==> src/brl_pkg.sv <==
// Shared types and constants of the line rasterizer.
`default_nettype none
package brl_pkg;

  localparam int CoordW    = 12;   // endpoint coordinate width
  localparam int PosW      = 13;   // walking coordinate width
  localparam int DecW      = 15;   // decision variable width
  localparam int KeepW     = 14;   // increment when the minor axis holds
  localparam int ColorW    = 24;
  localparam int PixW      = 10;   // emitted pixel coordinate width
  localparam int AddrW     = 20;   // emitted address width
  localparam int QueueDepth = 2;

  localparam int FbWidthDefault  = 1024;
  localparam int FbHeightDefault = 1024;

  // Input beat kinds carried in tuser.
  localparam logic ActStart = 1'b0;
  localparam logic ActStep  = 1'b1;

  // Command handed from the front end to the line walker.
  typedef struct packed {
    logic                     is_start;
    logic signed [PosW-1:0]   x;
    logic signed [PosW-1:0]   y;
    logic signed [PosW-1:0]   major_end;
    logic signed [DecW-1:0]   decision;
    logic        [KeepW-1:0]  inc_keep;
    logic signed [DecW-1:0]   inc_move;
    logic                     minor_down;
    logic                     x_is_major;
    logic        [ColorW-1:0] color;
  } cmd_t;

  // Valid and ready of one internal channel.
  typedef struct packed {
    logic valid;
    logic ready;
  } hs_t;

endpackage
`default_nettype wire

==> src/brl_front.sv <==
// Front end: accepts input beats and works out the line setup for start beats.
`default_nettype none
module brl_front
  import brl_pkg::*;
(
  input  wire logic                     clk_i,
  input  wire logic                     rst_ni,
  input  wire logic                     valid_i,
  output logic                          ready_o,
  input  wire logic                     action_i,
  input  wire logic signed [CoordW-1:0] x_start_i,
  input  wire logic signed [CoordW-1:0] y_start_i,
  input  wire logic signed [CoordW-1:0] x_end_i,
  input  wire logic signed [CoordW-1:0] y_end_i,
  input  wire logic        [ColorW-1:0] color_i,
  output hs_t                           cmd_hs_o,
  input  wire logic                     cmd_ready_i,
  output cmd_t                          cmd_o
);

  // First stage: differences, magnitudes and endpoint order.
  logic                     s1_valid_q;
  logic                     s1_start_q;
  logic signed [PosW-1:0]   s1_x0_q, s1_y0_q, s1_x1_q, s1_y1_q;
  logic        [PosW-1:0]   s1_adx_q, s1_ady_q;
  logic                     s1_pos_q, s1_xswap_q, s1_yswap_q;
  logic        [ColorW-1:0] s1_color_q;

  logic signed [PosW-1:0] x0, y0, x1, y1, dx, dy;
  logic        [PosW-1:0] adx, ady;
  logic                   dx_nz, dy_nz;

  always_comb begin
    x0 = PosW'(x_start_i);
    y0 = PosW'(y_start_i);
    x1 = PosW'(x_end_i);
    y1 = PosW'(y_end_i);
    dx = x1 - x0;
    dy = y1 - y0;
    adx = dx[PosW-1] ? PosW'(-dx) : PosW'(dx);
    ady = dy[PosW-1] ? PosW'(-dy) : PosW'(dy);
    dx_nz = (dx != '0);
    dy_nz = (dy != '0);
  end

  assign ready_o = !s1_valid_q || cmd_ready_i;

  always_ff @(posedge clk_i or negedge rst_ni) begin
    if (!rst_ni) begin
      s1_valid_q <= 1'b0;
    end else if (ready_o) begin
      s1_valid_q <= valid_i;
    end
  end

  always_ff @(posedge clk_i) begin
    if (ready_o && valid_i) begin
      s1_start_q <= (action_i == ActStart);
      s1_x0_q    <= x0;
      s1_y0_q    <= y0;
      s1_x1_q    <= x1;
      s1_y1_q    <= y1;
      s1_adx_q   <= adx;
      s1_ady_q   <= ady;
      // Same nonzero sign on both axes walks the minor axis upward.
      s1_pos_q   <= dx_nz && dy_nz && (dx[PosW-1] == dy[PosW-1]);
      s1_xswap_q <= (x0 > x1);
      s1_yswap_q <= (y0 > y1);
      s1_color_q <= color_i;
    end
  end

  // Second stage: pick the major axis and build the command.
  logic                     x_major, swap;
  logic        [PosW-1:0]   amaj, amin;
  logic signed [PosW:0]     diff;

  always_comb begin
    x_major = (s1_adx_q > s1_ady_q);
    amaj    = x_major ? s1_adx_q : s1_ady_q;
    amin    = x_major ? s1_ady_q : s1_adx_q;
    swap    = x_major ? s1_xswap_q : s1_yswap_q;
    diff    = $signed({1'b0, amin}) - $signed({1'b0, amaj});

    cmd_o.is_start   = s1_start_q;
    cmd_o.x          = swap ? s1_x1_q : s1_x0_q;
    cmd_o.y          = swap ? s1_y1_q : s1_y0_q;
    if (x_major) begin
      cmd_o.major_end = swap ? s1_x0_q : s1_x1_q;
    end else begin
      cmd_o.major_end = swap ? s1_y0_q : s1_y1_q;
    end
    cmd_o.inc_keep   = {amin, 1'b0};
    cmd_o.inc_move   = {diff, 1'b0};
    cmd_o.decision   = $signed({1'b0, amin, 1'b0}) - $signed({2'b00, amaj});
    cmd_o.minor_down = !s1_pos_q;
    cmd_o.x_is_major = x_major;
    cmd_o.color      = s1_color_q;
  end

  assign cmd_hs_o.valid = s1_valid_q;
  assign cmd_hs_o.ready = cmd_ready_i;

endmodule
`default_nettype wire

==> src/brl_queue.sv <==
// Short command queue between the front end and the line walker.
`default_nettype none
module brl_queue
  import brl_pkg::*;
(
  input  wire logic clk_i,
  input  wire logic rst_ni,
  input  wire hs_t  wr_hs_i,
  output logic      wr_ready_o,
  input  wire cmd_t wr_cmd_i,
  output logic      rd_valid_o,
  input  wire logic rd_ready_i,
  output cmd_t      rd_cmd_o
);

  localparam int PtrW = (QueueDepth > 1) ? $clog2(QueueDepth) : 1;
  localparam int CntW = $clog2(QueueDepth + 1);
  localparam logic [PtrW-1:0] LastPtr = PtrW'(QueueDepth - 1);
  localparam logic [CntW-1:0] FullCnt = CntW'(QueueDepth);

  cmd_t            mem_q [QueueDepth];
  logic [PtrW-1:0] wr_ptr_q, rd_ptr_q;
  logic [CntW-1:0] count_q;
  logic            do_wr, do_rd;

  assign wr_ready_o = (count_q != FullCnt);
  assign rd_valid_o = (count_q != '0);
  // The writer's ready is this queue's own ready handed back through the front end.
  assign do_wr      = wr_hs_i.valid && wr_hs_i.ready;
  assign do_rd      = rd_valid_o && rd_ready_i;
  assign rd_cmd_o   = mem_q[rd_ptr_q];

  always_ff @(posedge clk_i) begin
    if (do_wr) begin
      mem_q[wr_ptr_q] <= wr_cmd_i;
    end
  end

  always_ff @(posedge clk_i or negedge rst_ni) begin
    if (!rst_ni) begin
      wr_ptr_q <= '0;
      rd_ptr_q <= '0;
      count_q  <= '0;
    end else begin
      if (do_wr) begin
        wr_ptr_q <= (wr_ptr_q == LastPtr) ? '0 : wr_ptr_q + PtrW'(1);
      end
      if (do_rd) begin
        rd_ptr_q <= (rd_ptr_q == LastPtr) ? '0 : rd_ptr_q + PtrW'(1);
      end
      if (do_wr && !do_rd) begin
        count_q <= count_q + CntW'(1);
      end else if (do_rd && !do_wr) begin
        count_q <= count_q - CntW'(1);
      end
    end
  end

endmodule
`default_nettype wire

==> src/brl_back.sv <==
// Back end: walks the line one pixel per command and formats the pixel beat.
`default_nettype none
module brl_back
  import brl_pkg::*;
#(
  parameter int FB_WIDTH  = FbWidthDefault,
  parameter int FB_HEIGHT = FbHeightDefault
) (
  input  wire logic         clk_i,
  input  wire logic         rst_ni,
  input  wire logic         cmd_valid_i,
  output logic              cmd_ready_o,
  input  wire cmd_t         cmd_i,
  output logic              valid_o,
  input  wire logic         ready_i,
  output logic [PixW-1:0]   pixel_x_o,
  output logic [PixW-1:0]   pixel_y_o,
  output logic [AddrW-1:0]  pixel_address_o,
  output logic [ColorW-1:0] pixel_color_o,
  output logic              written_o,
  output logic              last_o
);

  localparam logic [PosW-1:0]   FbWidthC  = PosW'(FB_WIDTH);
  localparam logic [PosW-1:0]   FbHeightC = PosW'(FB_HEIGHT);
  localparam int                ProdW     = 2 * PosW;

  // Line state.
  logic                     busy_q;
  logic signed [PosW-1:0]   cur_x_q, cur_y_q, major_end_q;
  logic signed [DecW-1:0]   decision_q, inc_move_q;
  logic        [KeepW-1:0]  inc_keep_q;
  logic                     minor_down_q, x_is_major_q;
  logic        [ColorW-1:0] line_color_q;

  // Pixel stage between the walker and the output register.
  logic                     p_valid_q;
  logic signed [PosW-1:0]   p_x_q, p_y_q;
  logic                     p_last_q;
  logic        [ColorW-1:0] p_color_q;

  logic out_ready, pix_ready, pop, emit;
  logic signed [PosW-1:0] nx_d, ny_d, minor_step, major_new, end_new;
  logic signed [DecW-1:0] dec_d;
  logic                   keep, is_last;

  assign out_ready   = !valid_o || ready_i;
  assign pix_ready   = !p_valid_q || out_ready;
  assign cmd_ready_o = pix_ready;
  assign pop         = cmd_valid_i && pix_ready;
  // A step that arrives with no line running is dropped.
  assign emit        = pop && (cmd_i.is_start || busy_q);

  always_comb begin
    keep       = decision_q[DecW-1];
    minor_step = minor_down_q ? -PosW'(1) : PosW'(1);
    nx_d       = cur_x_q;
    ny_d       = cur_y_q;
    if (x_is_major_q) begin
      nx_d = cur_x_q + PosW'(1);
      if (!keep) begin
        ny_d = cur_y_q + minor_step;
      end
    end else begin
      ny_d = cur_y_q + PosW'(1);
      if (!keep) begin
        nx_d = cur_x_q + minor_step;
      end
    end
    dec_d = keep ? decision_q + $signed({1'b0, inc_keep_q}) : decision_q + inc_move_q;
    if (cmd_i.is_start) begin
      major_new = cmd_i.x_is_major ? cmd_i.x : cmd_i.y;
      end_new   = cmd_i.major_end;
    end else begin
      major_new = x_is_major_q ? nx_d : ny_d;
      end_new   = major_end_q;
    end
    is_last = (major_new >= end_new);
  end

  always_ff @(posedge clk_i or negedge rst_ni) begin
    if (!rst_ni) begin
      busy_q       <= 1'b0;
      cur_x_q      <= '0;
      cur_y_q      <= '0;
      major_end_q  <= '0;
      decision_q   <= '0;
      inc_keep_q   <= '0;
      inc_move_q   <= '0;
      minor_down_q <= 1'b0;
      x_is_major_q <= 1'b0;
      line_color_q <= '0;
    end else if (emit) begin
      busy_q <= !is_last;
      if (cmd_i.is_start) begin
        cur_x_q      <= cmd_i.x;
        cur_y_q      <= cmd_i.y;
        major_end_q  <= cmd_i.major_end;
        decision_q   <= cmd_i.decision;
        inc_keep_q   <= cmd_i.inc_keep;
        inc_move_q   <= cmd_i.inc_move;
        minor_down_q <= cmd_i.minor_down;
        x_is_major_q <= cmd_i.x_is_major;
        line_color_q <= cmd_i.color;
      end else begin
        cur_x_q    <= nx_d;
        cur_y_q    <= ny_d;
        decision_q <= dec_d;
      end
    end
  end

  always_ff @(posedge clk_i or negedge rst_ni) begin
    if (!rst_ni) begin
      p_valid_q <= 1'b0;
    end else if (pix_ready) begin
      p_valid_q <= emit;
    end
  end

  always_ff @(posedge clk_i) begin
    if (emit) begin
      p_x_q     <= cmd_i.is_start ? cmd_i.x : nx_d;
      p_y_q     <= cmd_i.is_start ? cmd_i.y : ny_d;
      p_last_q  <= is_last;
      p_color_q <= cmd_i.is_start ? cmd_i.color : line_color_q;
    end
  end

  // Mirror, range check and address.
  logic [PosW-1:0]  mx, my;
  logic [ProdW-1:0] addr_full;
  logic             in_range;

  always_comb begin
    mx        = p_x_q[PosW-1] ? PosW'(-p_x_q) : PosW'(p_x_q);
    my        = p_y_q[PosW-1] ? PosW'(-p_y_q) : PosW'(p_y_q);
    in_range  = (mx < FbWidthC) && (my < FbHeightC);
    addr_full = ProdW'(mx) + ProdW'(my) * ProdW'(FbWidthC);
  end

  always_ff @(posedge clk_i or negedge rst_ni) begin
    if (!rst_ni) begin
      valid_o <= 1'b0;
    end else if (out_ready) begin
      valid_o <= p_valid_q;
    end
  end

  always_ff @(posedge clk_i) begin
    if (out_ready && p_valid_q) begin
      pixel_x_o       <= in_range ? mx[PixW-1:0] : '0;
      pixel_y_o       <= in_range ? my[PixW-1:0] : '0;
      pixel_address_o <= in_range ? addr_full[AddrW-1:0] : '0;
      pixel_color_o   <= p_color_q;
      written_o       <= in_range;
      last_o          <= p_last_q;
    end
  end

endmodule
`default_nettype wire

==> src/bresenham_line_rasterizer.sv <==
// Top level of the Bresenham line rasterizer.
//
// The slave stream takes command beats. tuser selects the kind: a start beat
// loads two signed endpoints and a color and emits the first pixel of the
// line; a step beat emits the next pixel. A step beat that arrives after the
// final pixel, or before any line, gives no pixel. A start beat while a line
// is running drops that line.
// The master stream gives one pixel beat per emitted pixel, in beat order.
// tlast marks the final pixel of the line and tuser is set when the pixel
// lies inside the framebuffer; outside it, x, y and address read zero.
// An accepted beat passes a setup register in the front end, the command
// queue, the pixel stage behind the line walker, and the mirror and address
// logic ahead of the output register.
// Throughput is one beat per cycle unless the receiver stalls; each step is
// one add on the decision register and one compare with the far major end.
// Reset empties the pipeline and the queue and leaves no line running.
// When the receiver stalls, the output register holds its beat, the stages
// behind it fill, and tready drops once the two-entry queue is full.
`default_nettype none
module bresenham_line_rasterizer
  import brl_pkg::*;
#(
  parameter int FB_WIDTH  = FbWidthDefault,
  parameter int FB_HEIGHT = FbHeightDefault
) (
  input  wire logic        clk_i,
  input  wire logic        rst_ni,
  input  wire logic        s_axis_tvalid_i,
  output logic             s_axis_tready_o,
  // Fields from bit 0: x_start[11:0], y_start[11:0], x_end[11:0],
  // y_end[11:0], color[23:0].
  input  wire logic [71:0] s_axis_tdata_i,
  // Fields from bit 0: action.
  input  wire logic        s_axis_tuser_i,
  output logic             m_axis_tvalid_o,
  input  wire logic        m_axis_tready_i,
  // Fields from bit 0: pixel_x[9:0], pixel_y[9:0], pixel_address[19:0],
  // pixel_color[23:0].
  output logic [63:0]      m_axis_tdata_o,
  // Fields from bit 0: written.
  output logic             m_axis_tuser_o,
  output logic             m_axis_tlast_o
);

  hs_t  cmd_hs;
  cmd_t front_cmd, back_cmd;
  logic q_wr_ready, q_rd_valid, q_rd_ready;

  logic [PixW-1:0]   pixel_x, pixel_y;
  logic [AddrW-1:0]  pixel_address;
  logic [ColorW-1:0] pixel_color;

  brl_front u_front (
    .clk_i       (clk_i),
    .rst_ni      (rst_ni),
    .valid_i     (s_axis_tvalid_i),
    .ready_o     (s_axis_tready_o),
    .action_i    (s_axis_tuser_i),
    .x_start_i   (s_axis_tdata_i[11:0]),
    .y_start_i   (s_axis_tdata_i[23:12]),
    .x_end_i     (s_axis_tdata_i[35:24]),
    .y_end_i     (s_axis_tdata_i[47:36]),
    .color_i     (s_axis_tdata_i[71:48]),
    .cmd_hs_o    (cmd_hs),
    .cmd_ready_i (q_wr_ready),
    .cmd_o       (front_cmd)
  );

  brl_queue u_queue (
    .clk_i      (clk_i),
    .rst_ni     (rst_ni),
    .wr_hs_i    (cmd_hs),
    .wr_ready_o (q_wr_ready),
    .wr_cmd_i   (front_cmd),
    .rd_valid_o (q_rd_valid),
    .rd_ready_i (q_rd_ready),
    .rd_cmd_o   (back_cmd)
  );

  brl_back #(
    .FB_WIDTH  (FB_WIDTH),
    .FB_HEIGHT (FB_HEIGHT)
  ) u_back (
    .clk_i           (clk_i),
    .rst_ni          (rst_ni),
    .cmd_valid_i     (q_rd_valid),
    .cmd_ready_o     (q_rd_ready),
    .cmd_i           (back_cmd),
    .valid_o         (m_axis_tvalid_o),
    .ready_i         (m_axis_tready_i),
    .pixel_x_o       (pixel_x),
    .pixel_y_o       (pixel_y),
    .pixel_address_o (pixel_address),
    .pixel_color_o   (pixel_color),
    .written_o       (m_axis_tuser_o),
    .last_o          (m_axis_tlast_o)
  );

  assign m_axis_tdata_o = {pixel_color, pixel_address, pixel_y, pixel_x};

endmodule
`default_nettype wire

==> config.mk <==
export PLATFORM = sky130hd
export DESIGN_NAME = bresenham_line_rasterizer
export DESIGN_NICKNAME = d
export VERILOG_FILES = /design/src/brl_pkg.sv /design/src/brl_front.sv /design/src/brl_queue.sv /design/src/brl_back.sv /design/src/bresenham_line_rasterizer.sv
export SDC_FILE = /design/constraint.sdc
export NUM_CORES = 1
export LEC_CHECK = 0
export BUFFER_PORTS_ARGS = -buffer_cell sky130_fd_sc_hd__clkbuf_2
export CORE_MARGIN = 8
export CORE_UTILIZATION = 48
export CTS_BUF_LIST = sky130_fd_sc_hd__clkbuf_4
export CTS_CLUSTER_SIZE = 40
export DETAILED_ROUTE_END_ITERATION = 8
export GPL_TIMING_DRIVEN = 0
export PLACE_DENSITY = 0.65
export SYNTH_ARGS = -nofsm -noshare
export SYNTH_HDL_FRONTEND = slang
export SYNTH_SLANG_ARGS = --single-unit
==> constraint.sdc <==
create_clock -name clk_i -period 6.91 [get_ports clk_i]
set_input_delay 0.691 -clock clk_i [delete_from_list [all_inputs] [get_ports clk_i]]
set_output_delay 0.691 -clock clk_i [all_outputs]
set_load 0.02 [all_outputs]
==> run metrics, run 1 <==
required time worst endpoint 7.60 ns; Bufs and invs on worst path 3; Post-synth EDFFs between 400 and 500; start of the worst register-to-register path u_front.s1_adx_q[9]$_DFFE_PP_; register area share after synthesis 0.5691; Gate power share 0.495; min Tclk post-route 5.806 ns; Stages on worst setup path 20; 1st-iter DRT viols 1179; max-slew violation count 0; Clock Path Buffers 3; flop and latch count out of synthesis 531; critical path startpoint category flop; post-synthesis cell type count 93; top cell family by delay on the critical path compound AO/OA/AOI/OAI gates; Critical Path Sink Type flop; DRT Pass-1 Iters 5; initial antenna violation count 4; final cell count without fillers ~3500; Crit. Startpoint u_front.s1_adx_q[9]$_DFFE_PP_; DR WL/cell 19.26 um; ys flop type edfxtp_1; Sink Count 531; die area between 0.06 and 0.07 mm2; cell area after synthesis about 0.027 mm2; PD cells approximately 550 mW/mm2; Clock Skew roughly 0.042 ns; CP max-delay cell fa_1; end of the worst register-to-register path u_queue.mem_q[1][67]$_DFFE_PP_; Overflow after GRT 0; Final #Nets ~2800; drt drc 0; RSZ-0062 raised after global routing no; layout overhead on the synthesized area 16.58%; ys async rst share 0.2147; Final Hold Slack roughly 0.24 ns; Slew HR 0.1492; worst slew pin tran ~1.3 ns; die height between 200 and 300 um; Worst-path clk slew 0.07 ns; Worst Path Max Fanout 10; Antenna Nets Post-Route 0; FILL cells ~4700; Sw Share 0.4205; Routed WL between 60000 and 70000 um; post-CTS setup buffers 0; Final setup viols 0; Final HPWL DP 50710 um; Pleak approximately 13 nW; sequential power share 0.346; Die Width 253.2 um; PostCTS Resize Cnt 0; Final Hold Viols 0; reg2reg setup slack 1.10 ns; internal power around 0.010 W; largest net degree at the start of global routing between 70 and 80; Max-Cap Viols 0; first-pass GRT wire length around 110000 um; Avg Cell Area, Syn 11.86 um2; slowest cell delay on critical path roughly 0.55 ns; number of global-route vias before repair about 19000; Clock Root Buffer clkbuf_4; io pins 145; via density per instance 5.379; Starting Density 0.4819; Worst Hold Class input port to asynchronous set/reset pin; syn nets about 2500; TritonCTS Buffers 144; DR vias about 19000; outcome finished, final reports clean; YS warnings 0; FP Rows slightly below 90; total global-route track usage 0.2123; CTS tree built; setup_tns 0 ns; Fmax 172.2 MHz; Port-buffer cells 144; Inst Count DP 3185; WP data arrival around 6.5 ns; core area between 0.05 and 0.06 mm2; Worst R2R Path Depth 20; CP most frequent cell a21oi_1; Final Cycle Share 0.8402; clock network power share 0.160; H-tree depth 4; layout cells sized above 1 0.1910; crit path cell chain ha_1 > nand2_1 > nor2_1 > and2_2 > or3_1 > buf_4 > nand2_8 > inv_2 > clkbuf_1 > o21ai_0 > fa_1 > a21o_1 > a21oi_1 > o21bai_1 > a21oi_1 > o21bai_1 > a21oi_1 > o21ai_0 > o311a_1 > nor3_1; worst vdd ir approximately 0.00027 V; routability cong. 0.9153; Syn Inst Count ~2300; Psw 0.007255 W; Clock Latency Late Sink approximately 0.94 ns; critical path class flop to flop; Setup crit end u_queue.mem_q[1][67]$_DFFE_PP_
[stage by stage]
step | utilization | setup WS (ns) | instance area (um2) | power [W]
final | 0.5618 | 1.104 | 31490 | 0.01726
after detailed placement | 0.5153 | 1.064 | 28890 | 0.01447
after floorplan | - | 1.397 | 27010 | 0.01192
after CTS | 0.5617 | 1.053 | 31490 | 0.01735
after global placement | 0.5116 | -1.112 | 28680 | 0.01428
after global routing | 0.5618 | 0.6083 | 31490 | 0.01850
[flip-flops by register name, summed over array words and instances, names as in the netlist, 14 cells and up]
name	cells
u_back.decision_q	14
u_back.inc_move_q	14
u_back.line_color_q	24
u_back.p_color_q	24
u_back.pixel_address_o	20
u_back.pixel_color_o	24
u_front.s1_color_q	24
u_queue.mem_q	208
[area by class of cell]
| cell class | count | area [um2] | area share |
|---|---|---|---|
| Buffer | 102 | 481.7 | 0.01530 |
| Antenna cell | 3 | 7.507 | 0.0002384 |
| Tap cell | 756 | 945.9 | 0.03003 |
| Timing Repair Buffer | 228 | 1673 | 0.05312 |
| Multi-Input combinational cell | 1542 | 10790 | 0.3427 |
| Clock inverter | 53 | 281.5 | 0.008939 |
| Clock buffer | 207 | 1554 | 0.04934 |
| Inverter | 102 | 382.9 | 0.01216 |
| Sequential cell | 531 | 15370 | 0.4882 |
[routing by layer]
layer / global-route usage / part of all wire / vias to the layer above
met3: 0.04874 / 0.056 / 137
met5: 0 / 0.00038 / -
met4: 0.09418 / 0.037 / 4
met1: 0.2660 / 0.43 / 9050
met2: 0.3496 / 0.48 / 548
li1: - / - / 9215
[cells in the final DEF, fill, tap and decap left out, types with 25 or more instances in the layout]
cell           Yosys  final
nor3_1            37     37
o21ai_0          142    142
nand3_1           40     40
nor2b_1           35     35
clkbuf_4           0    207
edfxtp_1         417    417
nand2_1          179    179
clkinv_1           0     32
clkbuf_2           0    143
xnor2_1           79     79
dfrtp_1          114    114
a21o_1            25     25
dlygate4sd3_1      0     76
a21oi_1          167    167
mux2i_1          125    125
ha_1             110    110
xor2_1            56     56
clkbuf_1          61     61
mux2_2            89     89
nor2_1           177    176
inv_1             98     98
a211oi_1          27     27
[cell families after synthesis]
group                      count (synthesis)  share of synthesized area
DFF                                      531                     0.5691
and+or+nand+nor                          565                    0.09805
xor gates and xnor gates                 135                    0.04377
muxes                                    215                    0.08392
adders and majority gates                117                    0.05613
buffers and inverters                    204                    0.03196
AOI/OAI and AO/OA                        510                     0.1170
[how the worst min path moves through the flow]
stage | start | end | depth (start not counted)
6_report | rst_ni | u_back.line_color_q[13]$_DFFE_PN0P_ | 2
5_1_grt | rst_ni | u_back.line_color_q[17]$_DFFE_PN0P_ | 2
4_1_cts | rst_ni | u_back.line_color_q[17]$_DFFE_PN0P_ | 2
3_5_place_dp | u_back.p_color_q[12]$_DFFE_PP_ | u_back.pixel_color_o[12]$_DFFE_PP_ | 0
3_3_place_gp | u_back.p_color_q[3]$_DFFE_PP_ | u_back.pixel_color_o[3]$_DFFE_PP_ | 0
2_1_floorplan | rst_ni | u_back.busy_q$_DFFE_PN0P_ | 0
[synth_stat cells, drive strengths merged (12+ instances only)]
library cell / count / area, um2
edfxtp: 417 / 12520
nand2: 180 / 691.9
nor2: 177 / 664.4
a21oi: 168 / 844.6
o21ai: 151 / 759.5
mux2i: 126 / 1265
dfrtp: 114 / 2853
ha: 110 / 1376
inv: 102 / 382.9
mux2: 89 / 1002
xnor2: 79 / 691.9
clkbuf: 61 / 229.0
xor2: 56 / 490.5
nand3: 41 / 210.2
buf: 40 / 219.0
nor3: 39 / 205.2
nor2b: 35 / 219.0
a211oi: 28 / 215.2
a21o: 26 / 196.4
and3: 18 / 113.9
o211ai: 18 / 140.1
o21bai: 16 / 120.1
o31ai: 16 / 120.1
a31oi: 13 / 96.34
nand2b: 12 / 75.07
[power by group through the flow]
| stage | sequential, W | clock, W | combinational (W) |
|---|---|---|---|
| CTS | 0.00596 | 0.00285 | 0.00853 |
| finish | 0.00596 | 0.00276 | 0.00854 |
| global placement | 0.00611 | 0 | 0.00817 |
| floorplan | 0.00607 | 0 | 0.00585 |
| global route | 0.00610 | 0.00302 | 0.00938 |
| detailed placement | 0.00602 | 0 | 0.00845 |
[what timing repair did]
item,CTS,global route
setup endpoints to repair,0,0
endpoints found under the hold margin,136,0
hold buffers,76,0
No activity file was read; power rests on OpenSTA's default activity.
==> inputs of run 2 (changes only) <==
- PLACE_DENSITY: 0.65 -> 0.68
- clock period: 6.91 -> 5.1 ns (I/O delays scaled with it)
==> run metrics, run 2 (synthesized netlist as in run 1, its figures left out) <==
outcome finished, final reports clean; required time worst endpoint 5.85 ns; CTS tree built; layout overhead on the synthesized area 17.35%; critical path startpoint category flop; Worst Path Max Fanout 10; Placement Setup Slack -0.6300 ns; Clock Path Buffers 3; total global-route track usage 0.2156; io pins roughly 150; Clock Root Buffer clkbuf_4; H-tree depth 4; Antenna Nets Post-Route 0; Final setup viols 0; first-pass GRT wire length approximately 110000 um; Fmax ~210 MHz; 1st-iter DRT viols between 1000 and 1500; via density per instance 5.473; largest net degree at the start of global routing roughly 110; critical path class flop to flop; Pleak 12.75 nW; Largest register FFs about 210; Sink Count 531; worst slew pin tran around 1.3 ns; DRT Pass-1 Iters 5; max-slew violation count 0; Port-buffer cells about 140; Overflow after GRT 0; Layout Utilization 0.5655; setup_tns 0 ns; DR vias around 19000; Worst Hold Class input port to asynchronous set/reset pin; min Tclk post-route roughly 4.8 ns; most common cell after layout, fill and taps aside edfxtp_1; Routed WL ~69000 um; Worst-path clk slew 0.06 ns; core area between 0.05 and 0.06 mm2; layout cells sized above 1 0.1994; worst vdd ir roughly 0.00034 V; routability cong. around 0.94; PnR worst setup slack 0.2791 ns; Final Cycle Share 0.9453; die height between 200 and 300 um; Top reg by flops u_queue.mem_q; FP Rows 87; initial antenna violation count 3; FILL cells approximately 4700; DR WL/cell between 15 and 20 um; Final Hold Viols 0; Clock Latency Late Sink ~0.94 ns; Critical Path Sink Type flop; Final HPWL DP ~51000 um; Slew HR 0.1209; die area between 0.06 and 0.07 mm2; Final #Nets about 2800; most frequent cells in the layout 417 x edfxtp_1, 203 x clkbuf_4, 179 x nand2_1; number of global-route vias before repair approximately 20000; WP data arrival 5.57 ns; Max-Cap Viols 0; total power 0.02374 W; drt drc 0; Starting Density 0.4819; TritonCTS Buffers approximately 140; PD cells roughly 750 mW/mm2; Clock Skew roughly 0.061 ns; Final Hold Slack approximately 0.22 ns; RSZ-0062 raised after global routing no; Die Width between 200 and 300 um
==> run 2: worst max-delay path, cell delays in order (launching register included) <==
cell      delay (ns)
edfxtp_1        0.49
ha_2            0.46
nand4_2         0.19
nor3_2          0.27
a21boi_4        0.28
or3_1           0.14
buf_4           0.18
nand2_8         0.09
clkbuf_2        0.23
o21ai_1         0.36
ha_1            0.35
a21o_1          0.21
a21oi_2         0.17
o21bai_1        0.10
a21oi_2         0.19
o21bai_1        0.09
a21oi_2         0.17
o21ai_2         0.11
o311a_1         0.31
nor3_2          0.25
==> run 2: layer usage <==
| layer | track usage | part of all wire |
|---|---|---|
| met5 | 0 | 0.00015 |
| met3 | 0.04802 | 0.056 |
| met4 | 0.08909 | 0.031 |
| met2 | 0.3579 | 0.48 |
| met1 | 0.2714 | 0.43 |
==> run 2: stage by stage <==
| stage | instance area, um2 | std cells |
|---|---|---|
| after CTS | 31630 | 3522 |
| after global routing | 31700 | 3528 |
| after floorplan | 27020 | 2277 |
| after detailed placement | 28900 | 3185 |
| after global placement | 28680 | 3177 |
| final | 31700 | 3528 |
==> run 2: timing repair <==
action,4_1_cts,5_1_grt
gates resized for setup,15,18
buffers inserted,2,4
hold endpoints to repair,192,0
setup endpoints to repair,13,17
hold buffers,77,0
pin swaps,0,3
cloned,0,0
==> run 2: power breakdown <==
part / switching [W] / internal (W) / leakage, nW
clock network: 0.00179 / 0.00215 / 1.13
logic: 0.00721 / 0.00446 / 6.30
registers: 0.000943 / 0.00719 / 5.32
==> run 2: worst paths after layout <==
path / endpoint / slack, ns / cells past startpoint / from
min in group clk_i: u_front.s1_color_q[4]$_DFFE_PP_ / 0.29 / 2 / s_axis_tdata_i[52]
setup reg to reg: u_queue.mem_q[0][67]$_DFFE_PP_ / 0.28 / 19 / u_front.s1_adx_q[11]$_DFFE_PP_
max in group asynchronous: u_back.line_color_q[9]$_DFFE_PN0P_ / 4.19 / 3 / rst_ni
setup / recovery: u_queue.mem_q[0][67]$_DFFE_PP_ / 0.28 / 19 / u_front.s1_adx_q[11]$_DFFE_PP_
hold / removal: u_back.line_color_q[16]$_DFFE_PN0P_ / 0.22 / 3 / rst_ni
hold reg to reg: u_back.pixel_color_o[19]$_DFFE_PP_ / 0.39 / 0 / u_back.p_color_q[19]$_DFFE_PP_
==> run 2: cell type report <==
| cell class | count | area, um2 | area share |
|---|---|---|---|
| clock inverters | 57 | 411.6 | 0.01299 |
| inverters | 102 | 382.9 | 0.01208 |
| multi-input cells | 1542 | 10840 | 0.3419 |
| repair buffers | 235 | 1735 | 0.05474 |
| diodes | 4 | 10.01 | 0.0003158 |
| clock buffers | 202 | 1516 | 0.04784 |
| plain buffers | 99 | 485.5 | 0.01531 |
| well taps | 756 | 945.9 | 0.02984 |
| flip-flops and latches | 531 | 15370 | 0.4850 |
